$ cat src/sv/noncausal_fir_iq_dot_assert.svh
// Assertion helpers used by the filter datapath.
// They expect i_clk and i_rst_n in scope.
`ifndef NONCAUSAL_FIR_IQ_DOT_ASSERT_SVH
`define NONCAUSAL_FIR_IQ_DOT_ASSERT_SVH

// Condition holds at every clock edge outside reset
`define NFID_ASSERT_HOLD(lbl, cond, msg) \
    lbl: assert property (@(posedge i_clk) disable iff (!i_rst_n) (cond)) \
        else $error(msg);

// Antecedent implies consequent in the same cycle
`define NFID_ASSERT_IMP(lbl, ante, cons, msg) \
    lbl: assert property (@(posedge i_clk) disable iff (!i_rst_n) (ante) |-> (cons)) \
        else $error(msg);

`endif

$ cat src/sv/nfid_pkg.sv
package nfid_pkg;

    // Field widths
    localparam int SMP_W  = 16;
    localparam int TAPI_W = 7;
    localparam int PROD_W = 32;
    localparam int ACC_W  = 40;

    // Item function codes
    localparam logic FUNC_TAP    = 1'b0;
    localparam logic FUNC_SAMPLE = 1'b1;

    typedef enum logic [1:0] {
        S_IDLE,
        S_DECIDE,
        S_RUN,
        S_DRAIN
    } t_state;

    // Controller to datapath
    typedef struct packed {
        logic tap_wr;
        logic push;
        logic pad;
        logic clear;
        logic dot_start;
        logic step;
        logic emit;
    } t_cmd;

    // Datapath to controller
    typedef struct packed {
        logic emit_due;
        logic pad_left;
        logic frame_done;
        logic last_step;
        logic pipe_idle;
        logic out_free;
    } t_sts;

    // One input item
    typedef struct packed {
        logic                     func;
        logic [TAPI_W-1:0]        tap_index;
        logic signed [SMP_W-1:0]  tap_i;
        logic signed [SMP_W-1:0]  tap_q;
        logic signed [SMP_W-1:0]  sample_i;
        logic signed [SMP_W-1:0]  sample_q;
        logic                     frame_end;
    } t_item_in;

endpackage

$ cat src/sv/nfid_if.sv
// Input item channel
interface nfid_in_if;
    import nfid_pkg::*;

    logic                     valid;
    logic                     ready;
    logic                     func;
    logic [TAPI_W-1:0]        tap_index;
    logic signed [SMP_W-1:0]  tap_i;
    logic signed [SMP_W-1:0]  tap_q;
    logic signed [SMP_W-1:0]  sample_i;
    logic signed [SMP_W-1:0]  sample_q;
    logic                     frame_end;

    modport source (
        output valid, func, tap_index, tap_i, tap_q, sample_i, sample_q, frame_end,
        input  ready
    );
    modport sink (
        input  valid, func, tap_index, tap_i, tap_q, sample_i, sample_q, frame_end,
        output ready
    );
endinterface

// Result item channel
interface nfid_out_if;
    import nfid_pkg::*;

    logic                     valid;
    logic                     ready;
    logic signed [ACC_W-1:0]  filtered;
    logic                     last_of_frame;

    modport source (
        output valid, filtered, last_of_frame,
        input  ready
    );
    modport sink (
        input  valid, filtered, last_of_frame,
        output ready
    );
endinterface

$ cat src/sv/nfid_ctrl.sv
module nfid_ctrl (
    input  logic            i_clk,
    input  logic            i_rst_n,
    input  logic            i_in_valid,
    input  logic            i_in_func,
    input  nfid_pkg::t_sts  i_sts,
    output logic            o_in_ready,
    output nfid_pkg::t_cmd  o_cmd
);
    import nfid_pkg::*;

    t_state r_state;
    t_state n_state;

    // State register
    always_ff @(posedge i_clk) begin
        if (!i_rst_n) begin
            r_state <= S_IDLE;
        end else begin
            r_state <= n_state;
        end
    end

    // Next state and commands
    always_comb begin
        n_state    = r_state;
        o_cmd      = '0;
        o_in_ready = 1'b0;
        unique case (r_state)
            S_IDLE: begin
                o_in_ready = 1'b1;
                if (i_in_valid) begin
                    if (i_in_func == FUNC_TAP) begin
                        o_cmd.tap_wr = 1'b1;
                    end else begin
                        o_cmd.push = 1'b1;
                        n_state    = S_DECIDE;
                    end
                end
            end
            S_DECIDE: begin
                // owed output first, then padding, then end-of-frame cleanup
                priority if (i_sts.emit_due) begin
                    o_cmd.dot_start = 1'b1;
                    n_state         = S_RUN;
                end else if (i_sts.pad_left) begin
                    o_cmd.pad = 1'b1;
                end else if (i_sts.frame_done) begin
                    o_cmd.clear = 1'b1;
                    n_state     = S_IDLE;
                end else begin
                    n_state = S_IDLE;
                end
            end
            S_RUN: begin
                o_cmd.step = 1'b1;
                if (i_sts.last_step) begin
                    n_state = S_DRAIN;
                end
            end
            S_DRAIN: begin
                if (i_sts.pipe_idle && i_sts.out_free) begin
                    o_cmd.emit = 1'b1;
                    n_state    = S_DECIDE;
                end
            end
            default: n_state = S_IDLE;
        endcase
    end

endmodule

$ cat src/sv/nfid_dp.sv
`include "noncausal_fir_iq_dot_assert.svh"

module nfid_dp #(
    parameter int TAP_COUNT = 33,
    parameter int HALF_SPAN = 16
) (
    input  logic               i_clk,
    input  logic               i_rst_n,
    input  nfid_pkg::t_cmd     i_cmd,
    input  nfid_pkg::t_item_in i_item,
    output nfid_pkg::t_sts     o_sts,
    nfid_out_if.source         o_out
);
    import nfid_pkg::*;

    localparam int AW    = (TAP_COUNT > 1) ? $clog2(TAP_COUNT) : 1;
    localparam int CW    = $clog2(TAP_COUNT + 1);
    localparam int FW    = $clog2(HALF_SPAN + 1);
    localparam int TWO_H = 2 * HALF_SPAN;
    localparam int IMAX  = (TWO_H > TAP_COUNT) ? TWO_H : TAP_COUNT;
    localparam int IW    = $clog2(IMAX + 1) + 1;
    localparam int WW    = 2 * SMP_W;

    // Sample and tap stores, I in the upper half of each word
    logic [WW-1:0]         r_dly_mem  [TAP_COUNT];
    logic [WW-1:0]         r_coef_mem [TAP_COUNT];
    logic [TAP_COUNT-1:0]  r_coef_vld;

    // Sequencing state
    logic [AW-1:0]  r_wp;
    logic [CW-1:0]  r_count;
    logic [FW-1:0]  r_fill;
    logic [FW-1:0]  r_pad;
    logic           r_frame;
    logic           r_emit;
    logic           r_last;
    logic [AW-1:0]  r_idx;
    logic [AW-1:0]  r_addr;
    logic           r_s1;
    logic           r_s2;

    // MAC pipeline
    logic [WW-1:0]             r_dly_rd;
    logic [WW-1:0]             r_coef_rd;
    logic                      r_ok1;
    logic signed [PROD_W-1:0]  r_pi;
    logic signed [PROD_W-1:0]  r_pq;
    logic signed [ACC_W-1:0]   r_acc;

    // Output register
    logic                      r_out_vld;
    logic signed [ACC_W-1:0]   r_out_filt;
    logic                      r_out_last;

    logic [AW-1:0]            n_wp;
    logic [AW-1:0]            n_addr;
    logic [CW-1:0]            n_count;
    logic [IW-1:0]            idx_x;
    logic [IW-1:0]            k_x;
    logic                     tap_ok;
    logic [AW-1:0]            coef_addr;
    logic                     tap_wr_ok;
    logic                     pad_emit;
    logic signed [SMP_W-1:0]  dly_i;
    logic signed [SMP_W-1:0]  dly_q;
    logic signed [SMP_W-1:0]  cf_i;
    logic signed [SMP_W-1:0]  cf_q;
    logic signed [PROD_W-1:0] prod_i;
    logic signed [PROD_W-1:0] prod_q;

    // Circular pointers and tap bookkeeping
    always_comb begin
        n_wp      = (r_wp == AW'(TAP_COUNT - 1)) ? '0 : r_wp + 1'b1;
        n_addr    = (r_addr == '0) ? AW'(TAP_COUNT - 1) : r_addr - 1'b1;
        n_count   = (r_count == CW'(TAP_COUNT)) ? r_count : r_count + 1'b1;
        // r_idx is the age of the sample, tap index is 2*HALF_SPAN minus age
        idx_x     = IW'(r_idx);
        k_x       = IW'(TWO_H) - idx_x;
        tap_ok    = (idx_x <= IW'(TWO_H)) && (k_x < IW'(TAP_COUNT))
                    && (idx_x < IW'(r_count));
        coef_addr = tap_ok ? k_x[AW-1:0] : '0;
        tap_wr_ok = i_item.tap_index < TAPI_W'(TAP_COUNT);
        pad_emit  = ({1'b0, r_pad} + {1'b0, r_fill}) >= (FW + 1)'(HALF_SPAN);
        dly_i     = signed'(r_dly_rd[WW-1:SMP_W]);
        dly_q     = signed'(r_dly_rd[SMP_W-1:0]);
        cf_i      = signed'(r_coef_rd[WW-1:SMP_W]);
        cf_q      = signed'(r_coef_rd[SMP_W-1:0]);
        // signed 16x16 products, kept apart so the sign survives
        prod_i    = dly_i * cf_i;
        prod_q    = dly_q * cf_q;
    end

    // Status to controller
    always_comb begin
        o_sts.emit_due   = r_emit;
        o_sts.pad_left   = r_frame && (r_pad != FW'(HALF_SPAN));
        o_sts.frame_done = r_frame && (r_pad == FW'(HALF_SPAN));
        o_sts.last_step  = (r_idx == AW'(TAP_COUNT - 1));
        o_sts.pipe_idle  = !r_s1 && !r_s2;
        o_sts.out_free   = !r_out_vld || o_out.ready;
    end

    // Control registers
    always_ff @(posedge i_clk) begin
        if (!i_rst_n) begin
            r_wp       <= '0;
            r_count    <= '0;
            r_fill     <= '0;
            r_pad      <= '0;
            r_frame    <= 1'b0;
            r_emit     <= 1'b0;
            r_last     <= 1'b0;
            r_idx      <= '0;
            r_addr     <= '0;
            r_s1       <= 1'b0;
            r_s2       <= 1'b0;
            r_out_vld  <= 1'b0;
            r_coef_vld <= '0;
        end else begin
            r_s1 <= i_cmd.step;
            r_s2 <= r_s1;
            if (i_cmd.tap_wr && tap_wr_ok) begin
                r_coef_vld[i_item.tap_index[AW-1:0]] <= 1'b1;
            end
            // new sample: owes the output of the sample HALF_SPAN pushes older once the window is full
            if (i_cmd.push) begin
                r_wp    <= n_wp;
                r_count <= n_count;
                r_last  <= 1'b0;
                r_frame <= i_item.frame_end;
                r_pad   <= '0;
                if (r_fill == FW'(HALF_SPAN)) begin
                    r_emit <= 1'b1;
                end else begin
                    r_fill <= r_fill + 1'b1;
                    r_emit <= 1'b0;
                end
            end
            // zero padding after the last sample of a frame
            if (i_cmd.pad) begin
                r_wp    <= n_wp;
                r_count <= n_count;
                r_emit  <= pad_emit;
                r_last  <= (r_pad == FW'(HALF_SPAN - 1));
                r_pad   <= r_pad + 1'b1;
            end
            if (i_cmd.clear) begin
                r_count <= '0;
                r_fill  <= '0;
                r_pad   <= '0;
                r_frame <= 1'b0;
            end
            if (i_cmd.dot_start) begin
                r_idx  <= '0;
                r_addr <= r_wp;
            end
            if (i_cmd.step) begin
                r_idx  <= r_idx + 1'b1;
                r_addr <= n_addr;
            end
            if (i_cmd.emit) begin
                r_emit    <= 1'b0;
                r_out_vld <= 1'b1;
            end else if (o_out.ready) begin
                r_out_vld <= 1'b0;
            end
        end
    end

    // Stores: one write and one registered read each
    always_ff @(posedge i_clk) begin
        if (i_cmd.push || i_cmd.pad) begin
            r_dly_mem[n_wp] <= i_cmd.push ? {i_item.sample_i, i_item.sample_q} : '0;
        end
        if (i_cmd.tap_wr && tap_wr_ok) begin
            r_coef_mem[i_item.tap_index[AW-1:0]] <= {i_item.tap_i, i_item.tap_q};
        end
        if (i_cmd.step) begin
            r_dly_rd  <= r_dly_mem[r_addr];
            r_coef_rd <= r_coef_mem[coef_addr];
            r_ok1     <= tap_ok && r_coef_vld[coef_addr];
        end
    end

    // Complex MAC: products, then accumulate
    always_ff @(posedge i_clk) begin
        if (r_s1) begin
            r_pi <= r_ok1 ? prod_i : '0;
            r_pq <= r_ok1 ? prod_q : '0;
        end
        if (i_cmd.dot_start) begin
            r_acc <= '0;
        end else if (r_s2) begin
            r_acc <= r_acc + ACC_W'(r_pi) + ACC_W'(r_pq);
        end
        if (i_cmd.emit) begin
            r_out_filt <= r_acc;
            r_out_last <= r_last;
        end
    end

    assign o_out.valid         = r_out_vld;
    assign o_out.filtered      = r_out_filt;
    assign o_out.last_of_frame = r_out_last;

    `NFID_ASSERT_IMP(a_emit_room, i_cmd.emit, (!r_out_vld || o_out.ready), "result overwritten")
    `NFID_ASSERT_HOLD(a_fill_range, (r_fill <= FW'(HALF_SPAN)), "fill count overrun")
    `NFID_ASSERT_IMP(a_pad_bound, i_cmd.pad, (r_frame && r_pad < FW'(HALF_SPAN)), "stray pad step")
    `NFID_ASSERT_IMP(a_last_at_end, (i_cmd.emit && r_last), (r_frame && r_pad == FW'(HALF_SPAN)), "frame end flag early")

endmodule

$ cat src/sv/noncausal_fir_iq_dot.sv
// Centered complex FIR over I/Q samples: y[n] = sum_k tap_i[k]*x_i[n+k-HALF_SPAN]
// + tap_q[k]*x_q[n+k-HALF_SPAN], exact in 40 bits at Q.30. A sample item that
// releases an output starts a dot product on the single shared I/Q multiply-
// accumulate, which reads one tap pair and one sample pair from the stores per
// cycle. A sample marked frame_end adds HALF_SPAN zero-pad steps, each of which
// releases an output once pushed samples and pad steps together reach HALF_SPAN,
// and then clears the delay line; the last of these outputs carries last_of_frame.
// Input is stalled until all results of an item are produced; a finished result
// waits in the output register while the next dot product is being computed.
module noncausal_fir_iq_dot #(
    parameter int TAP_COUNT = 33,
    parameter int HALF_SPAN = 16
) (
    input  logic        i_clk,
    input  logic        i_rst_n,
    nfid_in_if.sink     i_in,
    nfid_out_if.source  o_out
);
    import nfid_pkg::*;

    t_cmd      w_cmd;
    t_sts      w_sts;
    t_item_in  w_item;
    logic      w_ready;

    // Gather the input payload
    always_comb begin
        w_item.func      = i_in.func;
        w_item.tap_index = i_in.tap_index;
        w_item.tap_i     = i_in.tap_i;
        w_item.tap_q     = i_in.tap_q;
        w_item.sample_i  = i_in.sample_i;
        w_item.sample_q  = i_in.sample_q;
        w_item.frame_end = i_in.frame_end;
    end

    assign i_in.ready = w_ready;

    nfid_ctrl u_ctrl (
        .i_clk      (i_clk),
        .i_rst_n    (i_rst_n),
        .i_in_valid (i_in.valid),
        .i_in_func  (i_in.func),
        .i_sts      (w_sts),
        .o_in_ready (w_ready),
        .o_cmd      (w_cmd)
    );

    nfid_dp #(
        .TAP_COUNT (TAP_COUNT),
        .HALF_SPAN (HALF_SPAN)
    ) u_dp (
        .i_clk   (i_clk),
        .i_rst_n (i_rst_n),
        .i_cmd   (w_cmd),
        .i_item  (w_item),
        .o_sts   (w_sts),
        .o_out   (o_out)
    );

endmodule

$ cat src/flat_wrapper.sv
// flat-port wrapper written by rule: the top's interface ports become plain ports
module noncausal_fir_iq_dot_flat import nfid_pkg::*;
#(
    parameter int TAP_COUNT = 33,
    parameter int HALF_SPAN = 16
)
  (i_clk, i_rst_n, i_in_valid, i_in_func, i_in_tap_index, i_in_tap_i, i_in_tap_q, i_in_sample_i, i_in_sample_q, i_in_frame_end, i_in_ready, o_out_valid, o_out_filtered, o_out_last_of_frame, o_out_ready);
  nfid_in_if i_in_i ();
  nfid_out_if o_out_i ();
  input  logic i_clk;
  input  logic i_rst_n;
  input wire logic [$bits(i_in_i.valid)-1:0] i_in_valid;
  input wire logic [$bits(i_in_i.func)-1:0] i_in_func;
  input wire logic [$bits(i_in_i.tap_index)-1:0] i_in_tap_index;
  input wire logic [$bits(i_in_i.tap_i)-1:0] i_in_tap_i;
  input wire logic [$bits(i_in_i.tap_q)-1:0] i_in_tap_q;
  input wire logic [$bits(i_in_i.sample_i)-1:0] i_in_sample_i;
  input wire logic [$bits(i_in_i.sample_q)-1:0] i_in_sample_q;
  input wire logic [$bits(i_in_i.frame_end)-1:0] i_in_frame_end;
  output wire logic [$bits(i_in_i.ready)-1:0] i_in_ready;
  output wire logic [$bits(o_out_i.valid)-1:0] o_out_valid;
  output wire logic [$bits(o_out_i.filtered)-1:0] o_out_filtered;
  output wire logic [$bits(o_out_i.last_of_frame)-1:0] o_out_last_of_frame;
  input wire logic [$bits(o_out_i.ready)-1:0] o_out_ready;
  assign i_in_i.valid = i_in_valid;
  assign i_in_i.func = i_in_func;
  assign i_in_i.tap_index = i_in_tap_index;
  assign i_in_i.tap_i = i_in_tap_i;
  assign i_in_i.tap_q = i_in_tap_q;
  assign i_in_i.sample_i = i_in_sample_i;
  assign i_in_i.sample_q = i_in_sample_q;
  assign i_in_i.frame_end = i_in_frame_end;
  assign i_in_ready = i_in_i.ready;
  assign o_out_valid = o_out_i.valid;
  assign o_out_filtered = o_out_i.filtered;
  assign o_out_last_of_frame = o_out_i.last_of_frame;
  assign o_out_i.ready = o_out_ready;
  noncausal_fir_iq_dot #(.TAP_COUNT(TAP_COUNT), .HALF_SPAN(HALF_SPAN)) u_core (.i_clk(i_clk), .i_rst_n(i_rst_n), .i_in(i_in_i), .o_out(o_out_i));
endmodule
$ cat config.mk
export PLATFORM = sky130hd
export DESIGN_NAME = noncausal_fir_iq_dot_flat
export DESIGN_NICKNAME = d
export VERILOG_FILES = /design/src/sv/nfid_pkg.sv /design/src/sv/nfid_if.sv /design/src/sv/nfid_ctrl.sv /design/src/sv/nfid_dp.sv /design/src/sv/noncausal_fir_iq_dot.sv /design/src/flat_wrapper.sv
export VERILOG_INCLUDE_DIRS = /design/src /design/src/sv
export SDC_FILE = /design/constraint.sdc
export NUM_CORES = 2
export LEC_CHECK = 0
export BUFFER_PORTS_ARGS = -buffer_cell sky130_fd_sc_hd__buf_2
export CAP_MARGIN = 20
export CORE_ASPECT_RATIO = 1.25
export CORE_MARGIN = 2
export CORE_UTILIZATION = 60
export DETAILED_ROUTE_END_ITERATION = 10
export GPL_ROUTABILITY_DRIVEN = 0
export PLACE_DENSITY = 0.76
export SLEW_MARGIN = 20
export SYNTH_ARGS = -nofsm -noshare
export SYNTH_HDL_FRONTEND = slang
export SYNTH_SLANG_ARGS = --single-unit
$ cat constraint.sdc
create_clock -name i_clk -period 12.8 [get_ports i_clk]
set_clock_uncertainty 0.2 [all_clocks]
set_input_delay 0.64 -clock i_clk [delete_from_list [all_inputs] [get_ports i_clk]]
set_output_delay 0.64 -clock i_clk [all_outputs]
set_load 0.1 [all_outputs]
==> results.py <==
metrics = {
    "logic_synthesis": {
        "synth_simple_gate_area_share_pct": 7.528,
        "main_area_contributors_after_synthesis": "sky130_fd_sc_hd__edfxtp_1 (60%), sky130_fd_sc_hd__fa_1 (9.9%), sky130_fd_sc_hd__mux4_2 (6.3%), sky130_fd_sc_hd__nand2_1 (2.7%), sky130_fd_sc_hd__ha_1 (2.5%)",
        "netlist_area_um2": 114100,
        "postSynth.asyncResetShare_pct": 0,
        "post_synth.cell_area_avg_um2": 14.94,
        "synth.largest_area_cell": "sky130_fd_sc_hd__edfxtp_1",
        "post_synth_fa_ha_maj_area_fraction_pct": 12.41,
        "synth-seq-area-share_pct": 62.05,
        "synth_top_cell_area_share_pct": 60.03,
        "synth.net_count": 8509,
        "synth-seq-cells": 2397,
        "yosys_warnings": 0,
        "synth-main-ff-cell": "sky130_fd_sc_hd__edfxtp_1",
        "post_synth_mux_area_share_pct": 8.199,
        "number_of_instances_in_the_synthesized_netlist": 7638,
        "synth_top_family_by_area": "adder cells",
        "synth-compound-area-share_pct": 5.659,
        "synth_xor_area_share_pct": 0.8671,
        "synthDistinctLibCells": 87,
        "synth-edff-count": 2282,
    },
    "grt": {
        "antenna_found_initial": 19,
        "grt.total_usage_pct": 31.56,
        "grt_ovf": 0,
        "number_of_global_route_vias_before_repair": 69200,
        "grt_pass1_wl_um": 448300,
        "grt_max_degree": 139,
    },
    "setup_path": {
        "reg2reg_from": "u_core.u_dp.r_coef_rd[1]$_DFFE_PP_",
        "cell_by_cell_listing_of_the_critical_path": "nand2_1 -> inv_1 -> fa_1 -> fa_1 -> fa_1 -> fa_1 -> fa_1 -> inv_1 -> fa_1 -> inv_1 -> ha_1 -> a21o_1 -> a21o_1 -> a21oi_1 -> o21ai_0 -> a21o_1 -> a221o_1 -> o41a_1 -> o21ai_0 -> nand3_1 -> and3b_1",
        "critical_path_required_ns": 13.15,
        "critical_path.max_fanout": 16,
        "worstSetupStartpointType": "flop",
        "critical_path.endpoint_type": "flop",
        "slowest_delay_ns": 0.78,
        "regToRegSetupSlack_ns": 5.47,
        "r2r_end": "u_core.u_dp.r_pq[30]$_SDFFCE_PN0P_",
        "crit_arrival_ns": 7.68,
        "cpMaxStageDelayCell": "sky130_fd_sc_hd__fa_1",
        "crit_type": "reg2reg",
        "worst-r2r-cell-count": 21,
        "most_frequent_cp_cell": "sky130_fd_sc_hd__fa_1",
    },
    "place": {
        "port-buffer-count": 119,
        "dp_hpwl_um": 174800,
        "post_dp_cell_area_um2": 118200,
        "place_inst": 10060,
    },
    "final_layout": {
        "num-nets-final": 8627,
        "mostFrequentLayoutCell": "sky130_fd_sc_hd__edfxtp_1",
        "final_util_pct": 66.28,
        "layoutNonFillerInstCount": 10480,
        "syn_to_final_growth_pct": 10.16,
        "final_cell_mix": "sky130_fd_sc_hd__edfxtp_1 (2282), sky130_fd_sc_hd__nand2_1 (813), sky130_fd_sc_hd__inv_1 (617)",
        "drive_gt1_share_pct": 13.49,
        "fin_area_um2": 125700,
    },
    "power": {
        "vdd_ir_drop_max_uv": 189.0,
        "p_leak_nw": 44.59,
        "powerDensity_nw_per_um2": 125.5,
    },
    "clocking": {
        "cts.reportedPaths.clkPinSlew_ns": 0.07,
        "cts-root-buf": "sky130_fd_sc_hd__clkbuf_16",
        "htree_levels": 4,
        "clock_tree.buffer_depth": 3,
        "tritoncts_num_sinks": 2397,
        "worst_skew_late_latency_ns": 0.91,
        "tritoncts": "built",
        "cts_made_buffers": 216,
    },
    "timing": {
        "setup_repair_after_global_routing_missed_its_margin": "false",
        "report.final.slew_viol_count": 0,
        "setup_tns_ns": 0,
        "slew_headroom_pct": 18.94,
        "hold-worst-slack_ns": 0.04420,
        "final-hold-violation-count": 0,
        "maxClockFrequency_mhz": 136.5,
        "max_slew.worst_pin.slew_ns": 1.216,
        "period_minus_slack_ns": 7.329,
        "crit_share_post_route_pct": 57.26,
        "final-setup-viol-count": 0,
    },
    "min_path": {
        "timing.hold.worst.class": "in2reg",
        "timing.hold.worst.start": "i_in_tap_i[13]",
        "min_delay_path_depth": 1,
        "min_to": "u_core.u_dp.r_coef_mem[30][29]$_DFFE_PP_",
    },
    "die": {
        "die_h_um": 491.7,
        "fp.dieArea_um2": 193800,
        "boundaryPins": 120,
        "core_area_um2": 189700,
        "start_util_pct": 60.17,
        "std_cell_rows": 179,
        "chipWidth_um": 394.1,
    },
    "routing": {
        "antenna_violating_nets_post_route": 0,
        "detail_route.wirelength_um": 305700,
        "drtPass1Iterations": 7,
        "via_per_inst": 6.535,
        "drt_iter0_markers": 8870,
        "wl_per_cell_um": 29.17,
        "route.detailed.drc": 0,
        "via_count": 68480,
    },
    "job": {
        "timing.max_cap.violations": 0,
    },
    "outcome": {
        "run_status": "completed",
    },
}
[cells in the mapped netlist, drive strengths merged, types with 10 or more instances]
cell        n
nor2      376
a21oi     220
o21ai     155
nand2b     19
o221ai     84
or3        11
buf       113
nand2     818
dfxtp     115
o22ai      48
nor4       30
a21o       61
xor2       36
mux4      321
nor2b      16
xnor2      77
a31oi     114
o2bb2ai    12
ha        230
mux2i     197
and2      347
nand4      20
a221oi     37
o21bai     10
a311oi     11
and3       41
inv       619
edfxtp   2282
o21a       15
clkbuf    251
fa        564
mux2       14
a211oi     40
nor3       50
o211ai     34
nand3      96
[final cells by class]
type                            count  area (um^2)
Antenna cell                        6        15.01
Clock buffer                      264         5827
Clock inverter                    137         1546
Fill cell                       12570        63960
Inverter                          619         2323
Multi-Input combinational cell   4258        40210
Sequential cell                  2397        70850
Tap cell                         2534         3171
Timing Repair Buffer              264         1788
[report_power, final]
part	switching (mW)	internal, mW
Clock	2.96	3.75
Sequential	0.0247	8.60
Combinational	0.326	0.119
[through the flow]
| stage | worst slack, ns | power, mW |
|---|---|---|
| 6_report | 5.471 | 15.77 |
| 3_3_place_gp | 5.741 | 9.200 |
| 2_1_floorplan | 6.130 | 9.007 |
| 4_1_cts | 5.489 | 15.79 |
| 5_1_grt | 5.098 | 16.10 |
| 3_5_place_dp | 5.647 | 9.218 |
[sequential cells by signal, summed over array words and instances, names as in the netlist]
name	flops
u_core.u_dp.r_addr	6
u_core.u_dp.r_wp	6
u_core.u_dp.o_out.filtered	40
u_core.u_dp.r_coef_vld	33
u_core.u_dp.r_s2	1
u_core.u_dp.r_dly_rd	32
u_core.u_dp.r_coef_mem	1056
u_core.u_dp.r_coef_rd	32
u_core.u_dp.r_fill	5
u_core.u_dp.r_idx	6
u_core.u_dp.r_acc	40
u_core.u_dp.r_ok1	1
u_core.u_dp.r_dly_mem	1056
u_core.u_dp.o_out.valid	1
u_core.u_dp.r_frame	1
u_core.u_dp.r_pq	32
u_core.u_dp.r_count	6
u_core.u_dp.r_emit	1
u_core.u_dp.r_pad	5
u_core.u_dp.o_out.last_of_frame	1
u_core.u_dp.r_last	1
u_core.u_ctrl.r_state	2
u_core.u_dp.r_s1	1
u_core.u_dp.r_pi	32
[worst max-delay path, delay by kind of cell, from the launching register on]
kind | cells | cell delay, ns
AOI/OAI and AO/OA | 8 | 1.82
and+or+nand+nor | 3 | 0.49
adders and majority gates | 7 | 3.64
DFF | 1 | 0.62
buffers and inverters | 3 | 0.19
[logic make-up (layout without fill, tap and decap cells)]
| group | count (synthesis) | in the layout |
|---|---|---|
| fa+ha+maj | 794 | 794 |
| buf+inv | 983 | 1284 |
| simple gates | 1865 | 1865 |
| xor+xnor | 113 | 113 |
| other cells | 0 | 6 |
| flops | 2397 | 2397 |
| compound gates | 954 | 954 |
| mux | 532 | 532 |
[worst max-delay path by stage]
stage | startpoint | end | slack, ns | cells past startpoint
floorplan | u_core.u_dp.r_dly_rd[15]$_DFFE_PP_ | u_core.u_dp.r_pq[30]$_SDFFCE_PN0P_ | 6.13 | 22
global placement | u_core.u_dp.r_coef_rd[1]$_DFFE_PP_ | u_core.u_dp.r_pq[30]$_SDFFCE_PN0P_ | 5.74 | 21
CTS | u_core.u_dp.r_coef_rd[1]$_DFFE_PP_ | u_core.u_dp.r_pq[30]$_SDFFCE_PN0P_ | 5.49 | 21
detailed placement | u_core.u_dp.r_coef_rd[1]$_DFFE_PP_ | u_core.u_dp.r_pq[30]$_SDFFCE_PN0P_ | 5.65 | 21
finish | u_core.u_dp.r_coef_rd[1]$_DFFE_PP_ | u_core.u_dp.r_pq[30]$_SDFFCE_PN0P_ | 5.47 | 21
global route | u_core.u_dp.r_coef_rd[1]$_DFFE_PP_ | u_core.u_dp.r_pq[30]$_SDFFCE_PN0P_ | 5.10 | 21
[timing repair]
item                                   4_1_cts  5_1_grt
endpoints found under the hold margin       29        0
setup buffers                                0        0
hold buffers                                 4        0
gates resized for setup                      0        0
[metal layers]
metal  global-route usage [%]  wire length, um  vias to the layer above  part of all wire [%]
li1                         -                -                    28200                     -
met1                    40.65           104900                    34630                    34
met2                    51.37           147700                     4726                    48
met3                    6.948            35620                      911                    12
met4                    15.17            17330                       16                   5.7
met5                        0              102                        -                 0.033
Power figures use the tool's default switching activity.
